<file path="config.mk">
export PLATFORM = sky130hd
export DESIGN_NAME = ddpd_emit
export DESIGN_NICKNAME = d
export VERILOG_FILES = /design/src/ddpd_pkg.sv /design/src/ddpd_emit.sv
export SDC_FILE = /design/constraint.sdc
export NUM_CORES = 1
export LEC_CHECK = 0
export ABC_AREA = 1
export BUFFER_PORTS_ARGS = -buffer_cell sky130_fd_sc_hd__buf_2
export CELL_PAD_IN_SITES_DETAIL_PLACEMENT = 0
export CELL_PAD_IN_SITES_GLOBAL_PLACEMENT = 1
export CORE_MARGIN = 1.5
export CORE_UTILIZATION = 31
export CTS_BUF_LIST = sky130_fd_sc_hd__clkbuf_8
export DETAILED_ROUTE_END_ITERATION = 8
export PLACE_DENSITY = 0.75
export REMOVE_ABC_BUFFERS = 1
export SYNTH_ARGS = -nofsm -noshare
export SYNTH_HDL_FRONTEND = slang
export SYNTH_SLANG_ARGS = --single-unit
</file>
<file path="constraint.sdc">
create_clock -name clk -period 1.5 [get_ports clk]
set_input_delay 0.075 -clock clk [delete_from_list [all_inputs] [get_ports clk]]
set_output_delay 0.075 -clock clk [all_outputs]
set_load 0.02 [all_outputs]
</file>
<file path="src/ddpd_pkg.sv">
package ddpd_pkg;

  localparam int PIX_W = 8;
  localparam int POS_W = 11;
  localparam int DIM_W = 12;
  localparam int CFG_IDX_W = 2;
  localparam int LINE_W = 2 * PIX_W + 1;

  // configuration register indexes
  localparam logic [CFG_IDX_W-1:0] CFG_FRAME_WIDTH    = 2'd0;
  localparam logic [CFG_IDX_W-1:0] CFG_FRAME_HEIGHT   = 2'd1;
  localparam logic [CFG_IDX_W-1:0] CFG_DARK_THRESHOLD = 2'd2;

  localparam logic [DIM_W-1:0] WIDTH_RESET     = 12'd640;
  localparam logic [DIM_W-1:0] HEIGHT_RESET    = 12'd480;
  localparam logic [PIX_W-1:0] THRESHOLD_RESET = 8'd128;
  localparam logic [DIM_W-1:0] DIM_MIN         = 12'd3;
  localparam logic [DIM_W-1:0] DIM_LIMIT       = 12'd2048;

  localparam logic [PIX_W-1:0] PIX_BLACK = 8'd0;
  localparam logic [PIX_W-1:0] PIX_WHITE = 8'd255;

  // one-hot result kinds, in emission order
  localparam logic [3:0] EMIT_WIN  = 4'b0001;  // (row-1, col-1) from the window
  localparam logic [3:0] EMIT_MID  = 4'b0010;  // (row-1, col) last column
  localparam logic [3:0] EMIT_PREV = 4'b0100;  // (row, col-1) last row
  localparam logic [3:0] EMIT_CUR  = 4'b1000;  // (row, col) last pixel

  localparam int QDEPTH = 4;
  localparam int QAW = $clog2(QDEPTH);
  localparam int QCW = $clog2(QDEPTH + 1);

  typedef struct packed {
    logic [3:0]       emit;
    logic [PIX_W-1:0] pix_win;
    logic [PIX_W-1:0] pix_mid;
    logic [PIX_W-1:0] pix_prev;
    logic [PIX_W-1:0] pix_cur;
    logic [POS_W-1:0] row;
    logic [POS_W-1:0] col;
  } ddpd_job_t;

endpackage

</file>
<file path="src/ddpd_emit.sv">
module ddpd_emit
  import ddpd_pkg::*;
(
  input  logic             clk,
  input  logic             rst_n,
  input  logic             head_valid,
  input  ddpd_job_t        head_job,
  output logic             pop,
  output logic             out_valid,
  input  logic             out_stall,
  output logic [PIX_W-1:0] out_pixel,
  output logic [POS_W-1:0] out_row,
  output logic [POS_W-1:0] out_col,
  output logic             out_end_of_run,
  output logic             out_end_of_frame
);

  logic [3:0]       done_r, remaining, pick;
  logic             out_valid_r, load, last;
  logic [PIX_W-1:0] pix_sel;
  logic [POS_W-1:0] row_sel, col_sel;

  assign remaining = head_job.emit & ~done_r;
  assign pick      = remaining & (~remaining + 4'd1);
  assign last      = (remaining & ~pick) == '0;
  assign load      = head_valid && (!out_valid_r || !out_stall);
  assign pop       = load && last;

  always_comb begin
    pix_sel = head_job.pix_cur;
    row_sel = head_job.row;
    col_sel = head_job.col;
    case (pick)
      EMIT_WIN: begin
        pix_sel = head_job.pix_win;
        row_sel = head_job.row - 11'd1;
        col_sel = head_job.col - 11'd1;
      end
      EMIT_MID: begin
        pix_sel = head_job.pix_mid;
        row_sel = head_job.row - 11'd1;
      end
      EMIT_PREV: begin
        pix_sel = head_job.pix_prev;
        col_sel = head_job.col - 11'd1;
      end
      default: ;
    endcase
  end

  always_ff @(posedge clk) begin
    if (!rst_n) begin
      done_r      <= '0;
      out_valid_r <= 1'b0;
    end else begin
      if (load) begin
        done_r <= last ? '0 : (done_r | pick);
      end
      if (load) begin
        out_valid_r <= 1'b1;
      end else if (!out_stall) begin
        out_valid_r <= 1'b0;
      end
    end
  end

  always_ff @(posedge clk) begin
    if (load) begin
      out_pixel        <= pix_sel;
      out_row          <= row_sel;
      out_col          <= col_sel;
      out_end_of_run   <= last;
      out_end_of_frame <= pick == EMIT_CUR;
    end
  end

  assign out_valid = out_valid_r;

endmodule

</file>
-- Word level (Yosys, flattened, before mapping)
Cells that the tools add are included.
- flip-flop bits (word level): 37
- reduce and logical (&&, ||, !) cells: 8
- eq/ne operators: 5
- add/subtract/negate cells: 3
- bitwise operators: 7
- mux-type cells: 6
- operators with widths (cell ; number):
    case mux 8 bit (3 select lines) ; 1
    two-way mux 11 bit ; 2
    subtractor 11 x 1 -> 11 bit (second input constant) ; 2
    AND 4 bit ; 3
    NOT 4 bit ; 3
    adder 4 x 1 -> 4 bit (second input constant) ; 1
    == test 4 x 1 -> 1 bit (second input constant) ; 1
    == test 4 x 2 -> 1 bit (second input constant) ; 1
    == test 4 x 3 -> 1 bit (second input constant) ; 1
    == test 4 bit (second input constant) ; 1
    zero test 4 bit ; 1
    two-way mux 4 bit ; 1
    bitwise OR 4 bit ; 1
    OR reduction 2 bit ; 2
    logical AND 1 bit ; 2
    zero test 1 bit ; 2
    two-way mux 1 bit ; 2
    != test 2 x 1 -> 1 bit (second input constant) ; 1
    logical OR 1 bit ; 1

-- Logic depth before layout (Yosys ltp)
- depth after elaboration: 9
- mapped depth: 9

-- Least setup slack after synthesis
OpenSTA, ideal clock, no wires.
- path type: flip-flop to flip-flop
- start: register out_valid_r, in the netlist out_valid
- end: register done_r[3]
- setup time: 119 ps
- slack: -240 ps
- clock period less this slack: 1740 ps
- cell stages (with the launch flop): 7
- data arrival time: 1622 ps
- required time: 1381 ps
- cell sequence: dfxtp_1 nand2_1 nand2_1 inv_1 nand4_1 nand2_1 nor2_1
- cells in the longest elaborated chain, start to end: 3
- ends and longest elaborated chain (item ; line ; text):
    start: declaration ; ddpd_emit.sv:19 ; logic out_valid_r, load, last;
    start signal: assignment ; ddpd_emit.sv:54 ; out_valid_r <= 1'b0;
    start signal: assignment ; ddpd_emit.sv:60 ; out_valid_r <= 1'b1;
    start signal: assignment ; ddpd_emit.sv:62 ; out_valid_r <= 1'b0;
    zero test 1 bit ; ddpd_emit.sv:26 ; assign load = head_valid && (!out_valid_r || !out_stall);
    logical OR 1 bit ; ddpd_emit.sv:26 ;
    logical AND 1 bit ; ddpd_emit.sv:26 ;
    via load ; ddpd_emit.sv:19 ;
    end signal: assignment ; ddpd_emit.sv:57 ; done_r <= last ? '0 : (done_r | pick);
    end: declaration ; ddpd_emit.sv:18 ; logic [3:0] done_r, remaining, pick;
The timed path passes the listed nets, and every way through them passes these cells.
A chain may end at the register's enable or synchronous reset.

-- Final worst setup path
- start: register done_r[0]
- end: output port pop
- cells in the longest elaborated chain, start to end: 9
- ends and longest elaborated chain (item ; line ; text):
    NOT 4 bit (*) ; ddpd_emit.sv:23 ; assign remaining = head_job.emit & ~done_r;
    AND 4 bit (*) ; ddpd_emit.sv:23 ;
    NOT 4 bit ; ddpd_emit.sv:24 ; assign pick = remaining & (~remaining + 4'd1);
    adder 4 x 1 -> 4 bit ; ddpd_emit.sv:24 ;
    AND 4 bit ; ddpd_emit.sv:24 ;
    NOT 4 bit ; ddpd_emit.sv:25 ; assign last = (remaining & ~pick) == '0;
    AND 4 bit (*) ; ddpd_emit.sv:25 ;
    zero test 4 bit (*) ; ddpd_emit.sv:25 ;
    logical AND 1 bit (*) ; ddpd_emit.sv:27 ; assign pop = load && last;
    end: declaration ; ddpd_emit.sv:8 ; output logic pop,
Every way passes the cells marked *; elsewhere a longest branch is shown, timed or not.

==> impl_results.md <==
- Port-buffer cells: 95
- Synth Area in Compound Gates: 0.0274
- Placed Cells: 405
- Comb power frac: 0.212
- WHS Endpoint: out_valid$_SDFFE_PN0P_
- GP Congestion: 0.785
- Row count: 29
- Hold Crit Depth: 2
- RSZ-0062 raised after global routing: false
- CP max stage cell: dfxtp_1
- Post-Synthesis Cells: 229
- First-pass GRT wire length: 7920 microns
- ANT cells: 0
- Vias in the first global route: 1779
- Final period util: 0.948
- Chip width: 83.5 microns
- Initial core utilization: 0.318
- CP arrival: 1.35 ns
- Post-Synth Adder-Cell Area: 0.0125
- Maximum clock rate: 703 MHz
- Reg2reg start: done_r[2]$_SDFFE_PN0P_
- Setup violators final: 0
- Share of layout cells above drive strength 1: 0.399
- DR pass1 iterations: 4
- Fin Hold WS: 0.0526 ns
- Worst-margin pin slew: 0.422 ns
- Max VDD drop: 0.377 mV
- Asr flop ratio synth: 0
- Final cell count without fillers: 423
- Commonest non-fill, non-tap cell in the layout: buf_2
- Crit path launch type: flop
- Global routing usage on met2: 0.242
- Hold WC Path Type: in -> reg
- Dominant cells by area after synthesis: edfxtp_1 (48%), nand2_1 (16%), dfxtp_1 (5.0%)
- GRT Util Overall: 0.141
- Grt ovf: 0
- Worst-skew pair later-pin latency: 0.28 ns
- Max transition margin: 0.718
- Cell taking the most area after synthesis: edfxtp_1
- Synth warn: 0
- 1st-iter DRT viols: 65
- Switching Share: 0.260
- Core Region: 6310 sq um
- CTS buffer count: 5
- Fillers: 667
- Cell Int Power: 0.00212 W
- Worst-path clk slew: 0.07 ns
- Internal reg-to-reg setup slack: 0.09 ns
- Largest stage delay, worst path: 0.33 ns
- Pwr Density: 999 nW/um^2
- Gr busiest metal: met2
- Ys flop type: edfxtp_1
- Deepest clock path buffer count: 2
- Maximum Capacitance Violations: 0
- Vias: 1904
- Pin count of the biggest net entering global routing: 15
- Worst-path cell chain: inv_2 > nand2_8 > nand3_2 > nand2_2 > nand4_1 > inv_1 > buf_6
- Largest delay share family, worst path: simple AND/OR/NAND/NOR gates
- DRT Wirelength: 4750 microns
- Maximum fanout along the worst path: 4
- DR WL/cell: 11.2 microns
- Die Ht: 83.5 microns
- Setup ws final: 0.0783 ns
- Critical Path RT: 1.42 ns
- Final Critical Period: 1.42 ns
- EDFF count, synth: 32
- Hold-fix buffers, CTS: 0
- Share of the synthesized area in the top cell type: 0.479
- Via density: 4.50
- Clock share of power: 0.355
- H-Tree Depth: 2
- Flop pwr share: 0.434
- P_sw: 0.000746 W
- GR Util met3: 0.0425
- R2R depth: 6
- R2R Path End: out_col[3]$_DFFE_PP_
- Crit path buf inv count: 3
- TritonCTS clock tree: yes
- Hold Path Origin: rst_n
- #FFs+latches synth: 37
- Initial antenna violation count: 0
- Synth unique cells: 26
- Critical path class: reg -> out
- Root Buffer: clkbuf_8
- Share of the yosys chip area belonging to registers: 0.529
- P&R area growth vs syn: 43.1%
- Static leakage: 1.36 nW
- Mapped cell area: 2010 sq um
- Setup crit end kind: output pin
- Sink Count: 37
- Commonest cells after routing, fill and taps aside: buf_2 (94), nand2_1 (83), edfxtp_1 (32)
- Post-Synth XOR/XNOR Area: 0.0692
- Avg Cell Area, Syn: 8.76 sq um
- Antenna Nets Post-Route: 0
- Routing usage on met1: 0.173
- Nets: 409
- Status: finished clean
- Synth Area in Simple Gates: 0.313
- DRC: 0
- Mux cell area share after synthesis: 0
- Setup Skew: 0.00567 ns
- DP HPWL: 3710 microns
- DIE AREA: 6970 sq um
- Largest family of logic cells by synthesized area: simple AND/OR/NAND/NOR gates
- Crit path from: done_r[0]$_SDFFE_PN0P_
- Dpl ws: 0.155 ns
- Hold violation total from the final report: 0
- Slew Viols, Final: 0
- IO Pins: 96
metrics by stage:
stage          utilization  setup TNS [ns]  total power (W)  instance area (sq um)
3_3_place_gp         0.413               0          0.00182                   2610
4_1_cts              0.439               0          0.00286                   2770
5_1_grt              0.455               0          0.00302                   2870
6_report             0.455               0          0.00287                   2870
3_5_place_dp         0.413               0          0.00183                   2610
2_1_floorplan            -           -4.24          0.00159                   2000
kinds of logic after synthesis:
family	after synthesis
AND/OR/NAND/NOR	143
XOR/XNOR	15
flip-flops	37
AO/OA/AOI/OAI	8
adder cells (fa/ha/maj)	2
buffers and inverters	24
how the worst max path moves through the flow:
| stage | end | slack (ns) | depth (start not counted) |
|---|---|---|---|
| 6_report | pop | 0.08 | 7 |
| 5_1_grt | pop | 0.01 | 7 |
| 4_1_cts | pop | 0.01 | 7 |
| 3_5_place_dp | out_row[10]$_DFFE_PP_ | 0.16 | 8 |
| 3_3_place_gp | out_col[3]$_DFFE_PP_ | 0.17 | 5 |
| 2_1_floorplan | done_r[3]$_SDFFE_PN0P_ | -0.24 | 6 |
final cells by class:
type                       count  area, sq um  share of cell area
inverter                      23         98.8              0.0344
clock buffer                   5         68.8              0.0240
multi-input combinational    168          887               0.309
timing repair buffer         110          594               0.207
tap                           77         96.3              0.0335
sequential                    37         1060               0.370
clock inverter                 3         65.1              0.0226
power groups by stage:
stage                     clock (W)  sequential [W]  combinational [W]
after global routing        0.00109         0.00125           0.000672
after detailed placement          0         0.00127           0.000559
after CTS                   0.00104         0.00124           0.000573
after global placement            0         0.00126           0.000557
after floorplan                   0         0.00137           0.000223
final                       0.00102         0.00124           0.000608
repair_timing:
item / 4_1_cts / 5_1_grt
buffers inserted: 1 / 9
resized for setup: 6 / 11
pin swaps: 1 / 6
endpoints found under the setup margin: 1 / 1
cloned: 0 / 0
layer usage:
| layer | routed length [microns] | vias to the layer above |
|---|---|---|
| li1 | - | 979 |
| met1 | 2090 | 861 |
| met2 | 2310 | 58 |
| met3 | 292 | 6 |
| met4 | 53 | 0 |
| met5 | 0 | - |
worst reg2reg max path, cell delays in order (launching register included):
cell     delay (ns)
dfxtp_1        0.32
inv_2          0.06
nand2_4        0.06
buf_4          0.14
o21ai_4        0.28
nand3_1        0.14
xnor2_1        0.15
sequential cells by signal, summed over array words and instances (netlist names):
signal,count
out_pixel,8
done_r,4
out_row,11
out_col,11
out_valid,1
out_end_of_frame,1
out_end_of_run,1
cells in the mapped netlist, types with 2 or more instances:
library cell and count:
nand2_1 86, edfxtp_1 32, nor2_1 24, inv_1 20, nand4_1 12, nand3_1 8, xor2_1 8, xnor2_1 6
dfxtp_1 5, a21oi_1 3, nor3_1 3, ha_1 2, nand2_2 2, nand2_4 2, nand3b_1 2, nor2_2 2
nor2_4 2, o21ai_0 2
Power figures use the tool's default switching activity.
