==> src/ddpd_pkg.sv <==
package ddpd_pkg;

  localparam int PIX_W = 8;
  localparam int POS_W = 11;
  localparam int DIM_W = 12;
  localparam int CFG_IDX_W = 2;
  localparam int LINE_W = 2 * PIX_W + 1;

  // configuration register indexes
  localparam logic [CFG_IDX_W-1:0] CFG_FRAME_WIDTH    = 2'd0;
  localparam logic [CFG_IDX_W-1:0] CFG_FRAME_HEIGHT   = 2'd1;
  localparam logic [CFG_IDX_W-1:0] CFG_DARK_THRESHOLD = 2'd2;

  localparam logic [DIM_W-1:0] WIDTH_RESET     = 12'd640;
  localparam logic [DIM_W-1:0] HEIGHT_RESET    = 12'd480;
  localparam logic [PIX_W-1:0] THRESHOLD_RESET = 8'd128;
  localparam logic [DIM_W-1:0] DIM_MIN         = 12'd3;
  localparam logic [DIM_W-1:0] DIM_LIMIT       = 12'd2048;

  localparam logic [PIX_W-1:0] PIX_BLACK = 8'd0;
  localparam logic [PIX_W-1:0] PIX_WHITE = 8'd255;

  // one-hot result kinds, in emission order
  localparam logic [3:0] EMIT_WIN  = 4'b0001;  // (row-1, col-1) from the window
  localparam logic [3:0] EMIT_MID  = 4'b0010;  // (row-1, col) last column
  localparam logic [3:0] EMIT_PREV = 4'b0100;  // (row, col-1) last row
  localparam logic [3:0] EMIT_CUR  = 4'b1000;  // (row, col) last pixel

  localparam int QDEPTH = 4;
  localparam int QAW = $clog2(QDEPTH);
  localparam int QCW = $clog2(QDEPTH + 1);

  typedef struct packed {
    logic [3:0]       emit;
    logic [PIX_W-1:0] pix_win;
    logic [PIX_W-1:0] pix_mid;
    logic [PIX_W-1:0] pix_prev;
    logic [PIX_W-1:0] pix_cur;
    logic [POS_W-1:0] row;
    logic [POS_W-1:0] col;
  } ddpd_job_t;

endpackage

==> src/ddpd_queue.sv <==
module ddpd_queue
  import ddpd_pkg::*;
(
  input  logic           clk,
  input  logic           rst_n,
  input  logic           push,
  input  ddpd_job_t      push_job,
  input  logic           pop,
  output logic           head_valid,
  output ddpd_job_t      head_job,
  output logic [QCW-1:0] used
);

  ddpd_job_t      mem_r [QDEPTH];
  logic [QAW-1:0] wr_ptr_r, rd_ptr_r;
  logic [QCW-1:0] count_r;

  assign head_valid = count_r != '0;
  assign head_job   = mem_r[rd_ptr_r];
  assign used       = count_r;

  always_ff @(posedge clk) begin
    if (!rst_n) begin
      wr_ptr_r <= '0;
      rd_ptr_r <= '0;
      count_r  <= '0;
    end else begin
      if (push) begin
        wr_ptr_r <= wr_ptr_r + QAW'(1);
      end
      if (pop) begin
        rd_ptr_r <= rd_ptr_r + QAW'(1);
      end
      count_r <= count_r + QCW'(push) - QCW'(pop);
    end
  end

  always_ff @(posedge clk) begin
    if (push) begin
      mem_r[wr_ptr_r] <= push_job;
    end
  end

endmodule

==> config.mk <==
export PLATFORM = sky130hd
export DESIGN_NAME = ddpd_queue
export DESIGN_NICKNAME = d
export VERILOG_FILES = /design/src/ddpd_pkg.sv /design/src/ddpd_queue.sv
export SDC_FILE = /design/constraint.sdc
export NUM_CORES = 1
export LEC_CHECK = 0
export ABC_AREA = 1
export BUFFER_PORTS_ARGS = -buffer_cell sky130_fd_sc_hd__buf_2
export CAP_MARGIN = 5
export CORE_MARGIN = 8
export CORE_UTILIZATION = 40
export DETAILED_ROUTE_END_ITERATION = 12
export GPL_TIMING_DRIVEN = 0
export MAX_ROUTING_LAYER = met4
export SETUP_SLACK_MARGIN = 0.1
export SYNTH_ARGS = -nofsm -noshare
export SYNTH_HDL_FRONTEND = slang
export SYNTH_SLANG_ARGS = --single-unit
==> constraint.sdc <==
create_clock -name clk -period 3.05 [get_ports clk]
set_input_delay 0.1525 -clock clk [delete_from_list [all_inputs] [get_ports clk]]
set_output_delay 0.1525 -clock clk [all_outputs]
set_load 0.03 [all_outputs]
* After elaboration in Yosys (flattened, before gate mapping)
Memories as Yosys holds them, arrays and structs flattened. A register that Yosys moved wholly into a read port is not among the register bits.
Cells that the tools add are included.
** Cells by class
- Reduce and logical (&&, ||, !) cells :: 1
- Add/sub/neg operators :: 4
- Shift-type cells :: 0
- Eq/ne operators :: 0
- Divide/modulo/power cells :: 0
- Multiplexer cells :: 4
- $lt $le $gt $ge :: 0
- Multipliers :: 0
- Bitwise logic cells :: 0
** Operators by type and width (number)
- adder 2 x 1 -> 2 bit (second input constant) :: 2
- 2-to-1 mux 2 bit :: 2
- adder 3 x 1 -> 3 bit :: 1
- nonzero test 3 bit :: 1
- subtractor 3 x 1 -> 3 bit :: 1
- 2-to-1 mux 1 bit :: 2
** Word-level totals
- Register bits after elaboration :: 7
- Bits in latches :: 0
- Bits in read-only memories :: 0
- Bits of input ports :: 62
- Bits in writable memories :: 232
- Output and inout bits :: 62
- Memories kept :: 1
** Memory list
- mem_r :: words 4, width 58, rd ports 1, clocked after memory_dff 1, wr ports 1, RTL line ddpd_queue.sv:14 : ddpd_job_t mem_r [QDEPTH];

* Longest topological paths before layout
Gate-level depths: netlist of the first run.
- Depth after elaboration :: 3
- Mapped depth :: 8
- Depth with buffers taken out :: 8

* Worst setup path before layout of the first run
No wires, ideal clock.
- Kind :: reg-to-reg
- Start point :: register wr_ptr_r[0]
- End point :: memory mem_r[2][0] (netlist bit) (enable)
- Data required time :: 2638 ps
- Path buffers :: 0
- Path slack :: 920 ps
- Setup time :: 412 ps
- Stages on the path, launching flop included :: 5
- Arrival :: 1718 ps
- Cell sequence :: dfxtp_1 > inv_1 > ha_1 > nand2_1 > inv_1
** RTL lines
- start, declared :: RTL line ddpd_queue.sv:15 : logic [QAW-1:0] wr_ptr_r, rd_ptr_r;
- start signal, assigned :: RTL line ddpd_queue.sv:29 : wr_ptr_r <= wr_ptr_r + QAW'(1);
- end, declared :: RTL line ddpd_queue.sv:14
Straight into the memory's write port.

==> results of run 1 <==
## cell families after synthesis
group	count (synthesis)	share of synthesized area, %
AND/OR/NAND/NOR	129	5.09
flip-flops	241	74.7
buffers and inverters	170	8.03
AO/OA/AOI/OAI	184	11.1
adder cells (fa/ha/maj)	7	0.994
## cell type report
cell class	instances	area, µm²	area share (%)
Timing Repair Buffer	185	1240	10.4
Clock inverter	8	66.3	0.556
Clock buffer	33	656	5.50
Tap cell	319	399	3.35
Multi-Input combinational cell	320	1650	13.8
Buffer	39	277	2.32
Inverter	131	502	4.21
Sequential cell	241	7150	59.9
## state kept, by name (all words and copies together) (netlist names), named ones only
name and flops:
rd_ptr_r 2, mem_r 232, wr_ptr_r 2, used 3
## path summary, 6_finish.rpt
kind                                 start                       end  slack (ns)  cells after the start
setup / recovery                  register              head_job[37]        0.90                      6
hold / removal                push_job[51]    mem_r[1][51]$_DFFE_PP_        0.39                      2
setup reg to reg  wr_ptr_r[0]$_SDFFE_PN0P_    mem_r[2][31]$_DFFE_PP_        1.29                      4
hold reg to reg   rd_ptr_r[1]$_SDFFE_PN0P_  rd_ptr_r[1]$_SDFFE_PN0P_        0.47                      2
## worst max-delay path, delay by kind of cell, from the launching register on
family | cells | cell delay (ns)
buffers and inverters | 4 | 0.91
AND/OR/NAND/NOR | 1 | 0.14
flip-flops | 1 | 0.30
AO/OA/AOI/OAI | 1 | 0.13
## metal layers
layer	track usage [%]	vias to the layer above	share of wire, %
met3	2.70	28	4.9
met5	-	-	0
li1	-	2958	-
met2	24.8	122	49
met1	18.3	2866	45
met4	3.47	0	1.6
## synth_stat cells
library cell  count
clkbuf_1          6
nand2_1         126
a21oi_1          64
o21ai_0          46
buf_4             8
edfxtp_1        232
nand3_1           2
ha_1              6
fa_1              1
inv_1           131
buf_6            11
clkbuf_2          5
nor2_1            1
o211ai_1         58
buf_2             9
o21ai_1          16
dfxtp_1           9
## metrics by stage
stage / setup TNS [ns] / power (W) / hold WS (ns) / util, % / std cells
2_1_floorplan: 0 / 0.00451 / 0.244 / - / 731
3_3_place_gp: -8.19 / 0.00486 / 0.367 / 45.1 / 1173
3_5_place_dp: 0 / 0.00487 / 0.369 / 45.1 / 1173
4_1_cts: 0 / 0.00766 / 0.369 / 50.8 / 1276
5_1_grt: 0 / 0.00787 / 0.385 / 50.8 / 1276
6_report: 0 / 0.00756 / 0.392 / 50.8 / 1276
## report_power, final
group          internal, W  switching (W)
sequential         0.00379      0.0000329
clock              0.00158        0.00114
combinational     0.000315       0.000705
==> summary.md, run 1 <==
| Metric | Value |
|---|---|
| Most frequent cells in the layout | 232 x edfxtp_1, 132 x buf_2, 127 x inv_1 |
| Clock root cell | clkbuf_16 |
| Synth Register Bits | 241 |
| Crit end category | output port |
| Non-Filler Cell Area, Final | 11900 µm² |
| Hold buffer count at CTS | 62 |
| CTS clk-pin slew, worst paths | 0.06 ns |
| Via count | 5974 |
| Final Hold Viols | 0 |
| Final #Nets | 1012 |
| Initial antenna violation count | 0 |
| H-tree depth | 1 |
| CTS Sinks | 241 |
| Wire per inst | 16.5 µm |
| Worst Path Max Fanout | 10 |
| Status | finished, final reports clean |
| Core Footprint | 23500 µm² |
| Filler cells | 2076 |
| Max Root-Sink Buffers | 3 |
| Final Setup Violations | 0 |
| First-pass GRT wire length | 32300 µm |
| DR iter-0 viols | 272 |
| Crit-path cells | buf_4 > buf_4 > buf_2 > o211ai_1 > nand2_1 > buf_2 |
| Syn-to-layout area delta | 24.8% |
| Pre-CTS setup slack | 1.28 ns |
| Most common library cell in the layout ignoring fill and taps | edfxtp_1 |
| Synth top area cells | edfxtp_1 73%, inv_1 5.1%, nand2_1 4.9% |
| Antenna-violating nets left | 0 |
| Top Ports | 124 |
| Num rows | 56 |
| Share of the yosys chip area belonging to registers | 74.7% |
| Die Height | 171 µm |
| HPWL after DPL | 12400 µm |
| Final worst setup slack | 0.903 ns |
| Final Slew Violations | 0 |
| Synth Warn # | 0 |
| Slew @ Worst Pin | 0.906 ns |
| Synth area leader | edfxtp_1 |
| Post-Synthesis Cells | 731 |
| Cts repair resizes | 0 |
| Syn_nets | 800 |
| # port buffers | 123 |
| Synth unique cells | 17 |
| Drt drc | 0 |
| Peak VDD IR | 359 µV |
| RePlAce Congestion | 0.701 |
| CTS buffer count | 25 |
| Maximum clock frequency | 466 MHz |
| Final WL | 21100 µm |
| Final Critical Period | 2.15 ns |
| Max-slew headroom | 39.6% |
| Clock skew | 0.00608 ns |
| Gr ovfl total | 0 |
| GRT Resource Usage Total | 14.7% |
| DR pass1 iterations | 4 |
| Setup crit start kind | register |
| Critical Path RT | 2.90 ns |
| Setup bufs post-CTS | 0 |
| Worst-Skew Late Latency | 0.50 ns |
| TritonCTS clock tree | built |
| Final worst path period share | 70.4% |
| Largest net degree at the start of global routing | 59 |
| Slowest stage cell, crit path | dfxtp_1 |
| Vias in the first global route | 5988 |
| DP Area | 10600 µm² |
| Arrival time of the worst setup path | 1.99 ns |
| # diodes | 0 |
| Synth top area share | 72.9% |
| Vias per cell | 4.68 |
| PD cells | 634 nW/µm² |
| Share of cells above drive strength 1 | 19.7% |
| RSZ-0062 raised after global routing | no |
| Avg Synthesized Cell Area | 13.1 µm² |
| Synth Cell Area | 9560 µm² |
| Critical path's largest stage delay | 0.30 ns |
| # Max-Cap Violations | 0 |
| Initial Util | 40.7% |
| Die area | 29100 µm² |
| Leakage | 4.72 nW |
| CP Class | register to output port |
| HP Class | input port to register |
| Die W | 171 µm |
Note: power is estimated with default switching activity, not from simulation.
==> run 2, diff against run 1 <==
--- a/config.mk
+++ b/config.mk
@@ -5,7 +5,7 @@
 export SDC_FILE = /design/constraint.sdc
 export NUM_CORES = 1
 export LEC_CHECK = 0
-export ABC_AREA = 1
+export ABC_AREA = 0
 export BUFFER_PORTS_ARGS = -buffer_cell sky130_fd_sc_hd__buf_2
 export CAP_MARGIN = 5
 export CORE_MARGIN = 8
==> constraint.sdc (replaced) <==
create_clock -name clk -period 2.2 [get_ports clk]
set_input_delay 0.11 -clock clk [delete_from_list [all_inputs] [get_ports clk]]
set_output_delay 0.11 -clock clk [all_outputs]
set_load 0.03 [all_outputs]
==> run 2 against run 1 <==
Compared with the run above:
- final cell count is 32% lower
- flip-flop and latch count stayed put
- wire length is 18% lower
- highest routed layer unchanged
==> summary.md, run 2 <==
| Metric | Value |
|---|---|
| Initial Util | 40.6% |
| Syn-to-layout area delta | 29.4% |
| Final WL | 17400 µm |
| Met2 Use GR | 23.3% |
| Post-Synthesis Cells | 345 |
| Wire per inst | 20.1 µm |
| Min-delay src | push_job[32] |
| Final Hold Viols | 0 |
| CP Class | register to output port |
| Worst r2r src | wr_ptr_r[0]$_SDFFE_PN0P_ |
| # port buffers | 123 |
| Share of the yosys chip area belonging to registers | 80.9% |
| Slew @ Worst Pin | 0.513 ns |
| Post-synth top cells | 232 x edfxtp_1, 58 x mux4_2, 9 x dfxtp_1 |
| Gr busiest metal | met2 |
| Die Height | 165 µm |
| # Max-Cap Violations | 0 |
| Leakage | 3.96 nW |
| Maximum clock frequency | 487 MHz |
| Final Slew Violations | 0 |
| Multi-input logic area | 1550 µm² |
| HP Class | input port to register |
| First-pass GRT wire length | 26900 µm |
| Synth Register Bits | 241 |
| PD cells | 947 nW/µm² |
| Most frequent cells in the layout | 232 x edfxtp_1, 115 x buf_2, 61 x dlygate4sd3_1 |
| Synth top area cells | edfxtp_1 79%, mux4_2 15%, dfxtp_1 2.0% |
| Multiplexer share of the synthesized area | 14.9% |
| Arrival time of the worst setup path | 1.94 ns |
| Final Critical Period | 2.05 ns |
| TritonCTS clock tree | built |
| Die area | 27100 µm² |
| Initial antenna violation count | 0 |
| Gr ovfl total | 0 |
| Biggest register | mem_r |
| Final #Nets | 633 |
| DP Area | 9890 µm² |
| Adder-cell share of the synthesized area | 1.08% |
| Core Footprint | 21800 µm² |
| HPWL after DPL | 10400 µm |
| Tot Pwr | 0.0108 W |
| Avg Synthesized Cell Area | 25.6 µm² |
| Vias per cell | 4.91 |
| Filler cells | 1728 |
| Top_reg_cell synth | edfxtp_1 |
| Most common cell in the netlist | edfxtp_1 |
| Asr flop ratio synth | 0% |
| DP Cell Count | 752 |
| Post-synthesis simple-gate area fraction | 0.793% |
| H-tree depth | 1 |
| DR pass1 iterations | 4 |
| Non-Filler Cell Area, Final | 11400 µm² |
| GRT Resource Usage Total | 13.3% |
| RSZ-0062 raised after global routing | yes |
| Num rows | 54 |
| Final worst path period share | 93.4% |
| Top Ports | 124 |
| Post-Synth XOR/XNOR Area | 0.468% |
| Syn_nets | 414 |
| CTS buffer count | 25 |
| Most common library cell in the layout ignoring fill and taps | edfxtp_1 |
| # diodes | 0 |
| Die W | 165 µm |
| Met3 Use GR | 2.64% |
| Largest net degree at the start of global routing | 37 |
| Crit end category | output port |
| EDFF count, synth | 232 |
| Max reg flops | 232 |
| GRT met1 Usage | 15.5% |
| CTS Sinks | 241 |
| Critical Path RT | 2.09 ns |
| Synth unique cells | 20 |
| DR iter-0 viols | 177 |
| Worst-Skew Late Latency | 0.50 ns |
| Max-slew headroom | 65.8% |
| Compound-Gate Fraction of Synth Area | 0.170% |
| Final std cells w/o fill | 862 |
| Synth Cell Area | 8830 µm² |
| Max Root-Sink Buffers | 3 |
| Synth Warn # | 0 |
| Antenna-violating nets left | 0 |
| Clock root cell | clkbuf_16 |
| Vias in the first global route | 4808 |
| Drt drc | 0 |
| Status | finished, final reports clean |
| Clock skew | 0.00532 ns |
| Via count | 4233 |
| Pre-CTS setup slack | 0.416 ns |
| Synth top area share | 78.9% |
| Share of cells above drive strength 1 | 41.9% |
| CTS clk-pin slew, worst paths | 0.06 ns |
| Final Setup Violations | 0 |
| Worst Path Max Fanout | 10 |
| Final worst setup slack | 0.146 ns |
| Setup crit start kind | register |
| Synth area leader | edfxtp_1 |
| Main combinational cell family by area after synthesis | multiplexers |
| Register area | 7150 µm² |
| Peak VDD IR | 537 µV |
| RePlAce Congestion | 0.687 |
[run 2: cell count changes in the layout (fill, tap and decap cells not counted), sizes merged, moves of 2 or more]
cell / previous run / this run
nand3: 2 / 0
mux4: 0 / 58
nor2: 1 / 5
inv: 131 / 7
xnor2: 0 / 2
buf: 151 / 143
o211ai: 58 / 0
o21ai: 62 / 0
a21oi: 64 / 1
and2: 0 / 6
clkbuf: 44 / 35
nand2: 126 / 0
[run 2: worst paths after layout]
check             slack [ns]                        to  depth (start not counted)
setup / recovery        0.15              head_job[41]                          5
hold / removal          0.36    mem_r[2][32]$_DFFE_PP_                          2
setup reg to reg        0.51    mem_r[0][25]$_DFFE_PP_                          4
hold reg to reg         0.55  rd_ptr_r[1]$_SDFFE_PN0P_                          2
[run 2: logic make-up after synthesis]
logic type               count (synthesis)
flip-flops                             241
buffers and inverters                   20
AO/OA/AOI/OAI                            2
multiplexers                            59
XOR/XNOR                                 3
adder cells (fa/ha/maj)                  7
AND/OR/NAND/NOR                         13
[run 2: power by group]
group	leakage (nW)	switching [W]	internal, W
registers	2.21	0.0000582	0.00527
logic	1.37	0.000848	0.000633
clock network	0.382	0.00162	0.00239
total	3.96	0.00253	0.00830
[run 2: worst max-delay path: stages, from the launching register on]
cell and delay (ns):
dfxtp_2 0.32, buf_6 0.12, buf_12 0.14, buf_12 0.16, mux4_2 0.51, buf_2 0.20
[run 2: layout make-up]
cell class              count  area share, %
repair buffers            192           12.5
flip-flops and latches    241           62.5
multi-input cells          84           13.5
clock buffers              34           5.94
clock inverters            11          0.941
plain buffers              13           1.25
well taps                 280           3.06
inverters                   7          0.230
[run 2: per-stage QoR]
stage / hold WS (ns) / util (%) / TNS (ns)
after floorplan: 0.209 / - / 0
after detailed placement: 0.329 / 45.5 / 0
after CTS: 0.323 / 52.4 / 0
after global placement: 0.319 / 45.1 / -28.36
after global routing: 0.348 / 52.5 / 0
final: 0.358 / 52.5 / 0
[run 2: what timing repair did]
action | in CTS | in global routing
setup buffers | 3 | 0
endpoints found under the hold margin | 241 | 0
hold buffers | 61 | 0
cloned | 1 | 0
pin swaps | 0 | 0
gates resized for setup | 20 | 16
endpoints found under the setup margin | 50 | 39
[run 2: routing by layer]
| layer | wire [µm] | up-vias | share of wire, % |
|---|---|---|---|
| li1 | - | 1908 | - |
| met1 | 7210 | 2191 | 42 |
| met2 | 8900 | 106 | 51 |
| met3 | 956 | 28 | 5.5 |
| met4 | 297 | 0 | 1.7 |
| met5 | 0 | - | 0 |
==> run 3, diff against run 2 <==
==> constraint.sdc (replaced) <==
create_clock -name clk -period 2 [get_ports clk]
set_input_delay 0.1 -clock clk [delete_from_list [all_inputs] [get_ports clk]]
set_output_delay 0.1 -clock clk [all_outputs]
set_load 0.03 [all_outputs]
==> run 3 against run 2 <==
Compared with the run above:
- the flow now finishes with violations (setup timing)
- sequential power is 10% higher
- die area unchanged
- core utilization increased by 1.1 points
- clock-buffer cell count unchanged
- clock skew grew 0.0014 ns
- critical path depth stayed put
- hold slack lost 0.011 ns
- cell area rose by 2.0%
- combinational power grew 20%
- highest routed layer unchanged
==> summary.md, run 3 (synthesized netlist as in run 2, its figures left out) <==
| Metric | Value |
|---|---|
| Final Setup Violations | 17 |
| First-pass GRT wire length | 27000 µm |
| Largest net degree at the start of global routing | 37 |
| DR pass1 iterations | 4 |
| Vias in the first global route | 4817 |
| TritonCTS clock tree | built |
| Die area | 27100 µm² |
| Gr busiest metal | met2 |
| RSZ-0062 raised after global routing | yes |
| Clock root cell | clkbuf_16 |
| H-tree depth | 1 |
| Final #Nets | 636 |
| Top Ports | 124 |
| Leakage | 4.04 nW |
| HPWL after DPL | 10400 µm |
| DR iter-0 viols | 183 |
| Final WL | 17500 µm |
| Most frequent cells in the layout | 232 x edfxtp_1, 87 x buf_2, 61 x dlygate4sd3_1 |
| Syn-to-layout area delta | 32.1% |
| Die W | 165 µm |
| Max-slew headroom | 66.0% |
| RePlAce Congestion | 0.687 |
| Setup crit start kind | register |
| Vias per cell | 4.91 |
| Biggest register | mem_r |
| Met3 Use GR | 2.39% |
| Final worst setup slack | -0.0327 ns |
| End of the worst register-to-register path | mem_r[0][50]$_DFFE_PP_ |
| Max Root-Sink Buffers | 3 |
| Failing checks | setup timing |
| Initial antenna violation count | 0 |
| Num rows | 54 |
| PD cells | 1030 nW/µm² |
| Drt drc | 0 |
| CTS clk-pin slew, worst paths | 0.06 ns |
| Slew @ Worst Pin | 0.510 ns |
| GRT Resource Usage Total | 13.4% |
| Gr ovfl total | 0 |
| Peak VDD IR | 591 µV |
| Worst Path Max Fanout | 7 |
| Share of cells above drive strength 1 | 42.2% |
| FF-to-FF setup slack | 0.32 ns |
| Final std cells w/o fill | 865 |
| Clock skew | 0.00669 ns |
| GRT met1 Usage | 15.7% |
| Final worst path period share | 102% |
| Initial Util | 40.6% |
| Maximum clock frequency | 492 MHz |
| Final Slew Violations | 0 |
| Die Height | 165 µm |
| # port buffers | 123 |
| Worst-Skew Late Latency | 0.50 ns |
| R2r worst-path depth | 4 |
| Critical Path RT | 1.90 ns |
| # diodes | 0 |
| Via count | 4251 |
| CTS Sinks | 241 |
| Worst r2r src | wr_ptr_r[0]$_SDFFE_PN0P_ |
| Hold Path Depth | 2 |
| Final Hold Viols | 0 |
| DP Cell Count | 752 |
| Max reg flops | 232 |
| Wire per inst | 20.3 µm |
| Most common library cell in the layout ignoring fill and taps | edfxtp_1 |
| Pre-CTS setup slack | 0.226 ns |
| Met2 Use GR | 23.5% |
| Crit end category | output port |
| CP Class | register to output port |
| Core Footprint | 21800 µm² |
| # Max-Cap Violations | 0 |
| CTS buffer count | 25 |
| Status | complete, but fails checks |
| HP Class | input port to register |
| Final Critical Period | 2.03 ns |
| CP endpoint | head_job[38] |
| Arrival time of the worst setup path | 1.93 ns |
| Antenna-violating nets left | 0 |
-- run 3: cell types whose count changed in the layout (fill, tap and decap cells not counted), sizes merged --
cell  previous run  this run
buf            143       146
-- run 3: per-layer routing --
metal | share of wire (%) | wire [µm]
met1 | 42 | 7280
met2 | 52 | 9080
met3 | 5.1 | 896
met4 | 1.6 | 274
met5 | 0 | 0
-- run 3: worst max-delay path: stages (launching register included) --
cell	delay, ns
dfxtp_2	0.33
buf_8	0.11
buf_12	0.15
clkbuf_16	0.16
mux4_2	0.52
buf_6	0.16
-- run 3: cell type report --
type                            instances  area, µm²
Sequential cell                       241       7150
Clock inverter                         11        108
Inverter                                7       26.3
Tap cell                              280        350
Fill cell                            1698      10100
Timing Repair Buffer                  195       1640
Multi-Input combinational cell         84       1550
Clock buffer                           34        679
Buffer                                 13        161
-- run 3: worst min-delay path by stage --
| stage | from | to | slack (ns) |
|---|---|---|---|
| 2_1_floorplan | push_job[0] | mem_r[0][0]$_DFFE_PP_ | 0.20 |
| 3_3_place_gp | push_job[27] | mem_r[3][27]$_DFFE_PP_ | 0.31 |
| 3_5_place_dp | push_job[11] | mem_r[1][11]$_DFFE_PP_ | 0.32 |
| 4_1_cts | push_job[32] | mem_r[2][32]$_DFFE_PP_ | 0.31 |
| 5_1_grt | push_job[36] | mem_r[3][36]$_DFFE_PP_ | 0.34 |
| 6_report | push_job[36] | mem_r[2][36]$_DFFE_PP_ | 0.35 |
-- run 3: repair_timing --
item,4_1_cts,5_1_grt
setup endpoints to repair,58,58
hold buffers,61,0
setup buffers,4,0
resized for setup,87,1
endpoints found under the hold margin,241,0
cloned,2,1
-- run 3: metrics by stage --
step	TNS, ns	power [W]	util (%)	instance area (µm²)	hold WS (ns)
global placement	-74.76	0.00741	45.1	9800	0.309
finish	-0.221	0.0121	53.6	11700	0.348
floorplan	0	0.00696	-	8840	0.199
CTS	-1.77	0.0122	53.5	11600	0.313
global route	-3.75	0.0125	53.6	11700	0.338
detailed placement	0	0.00747	45.5	9890	0.319
-- run 3: report_power, final --
| group | switching (W) | total (W) | internal [W] |
|---|---|---|---|
| sequential | 0.0000643 | 0.00587 | 0.00580 |
| clock | 0.00179 | 0.00442 | 0.00263 |
| combinational | 0.000959 | 0.00177 | 0.000813 |
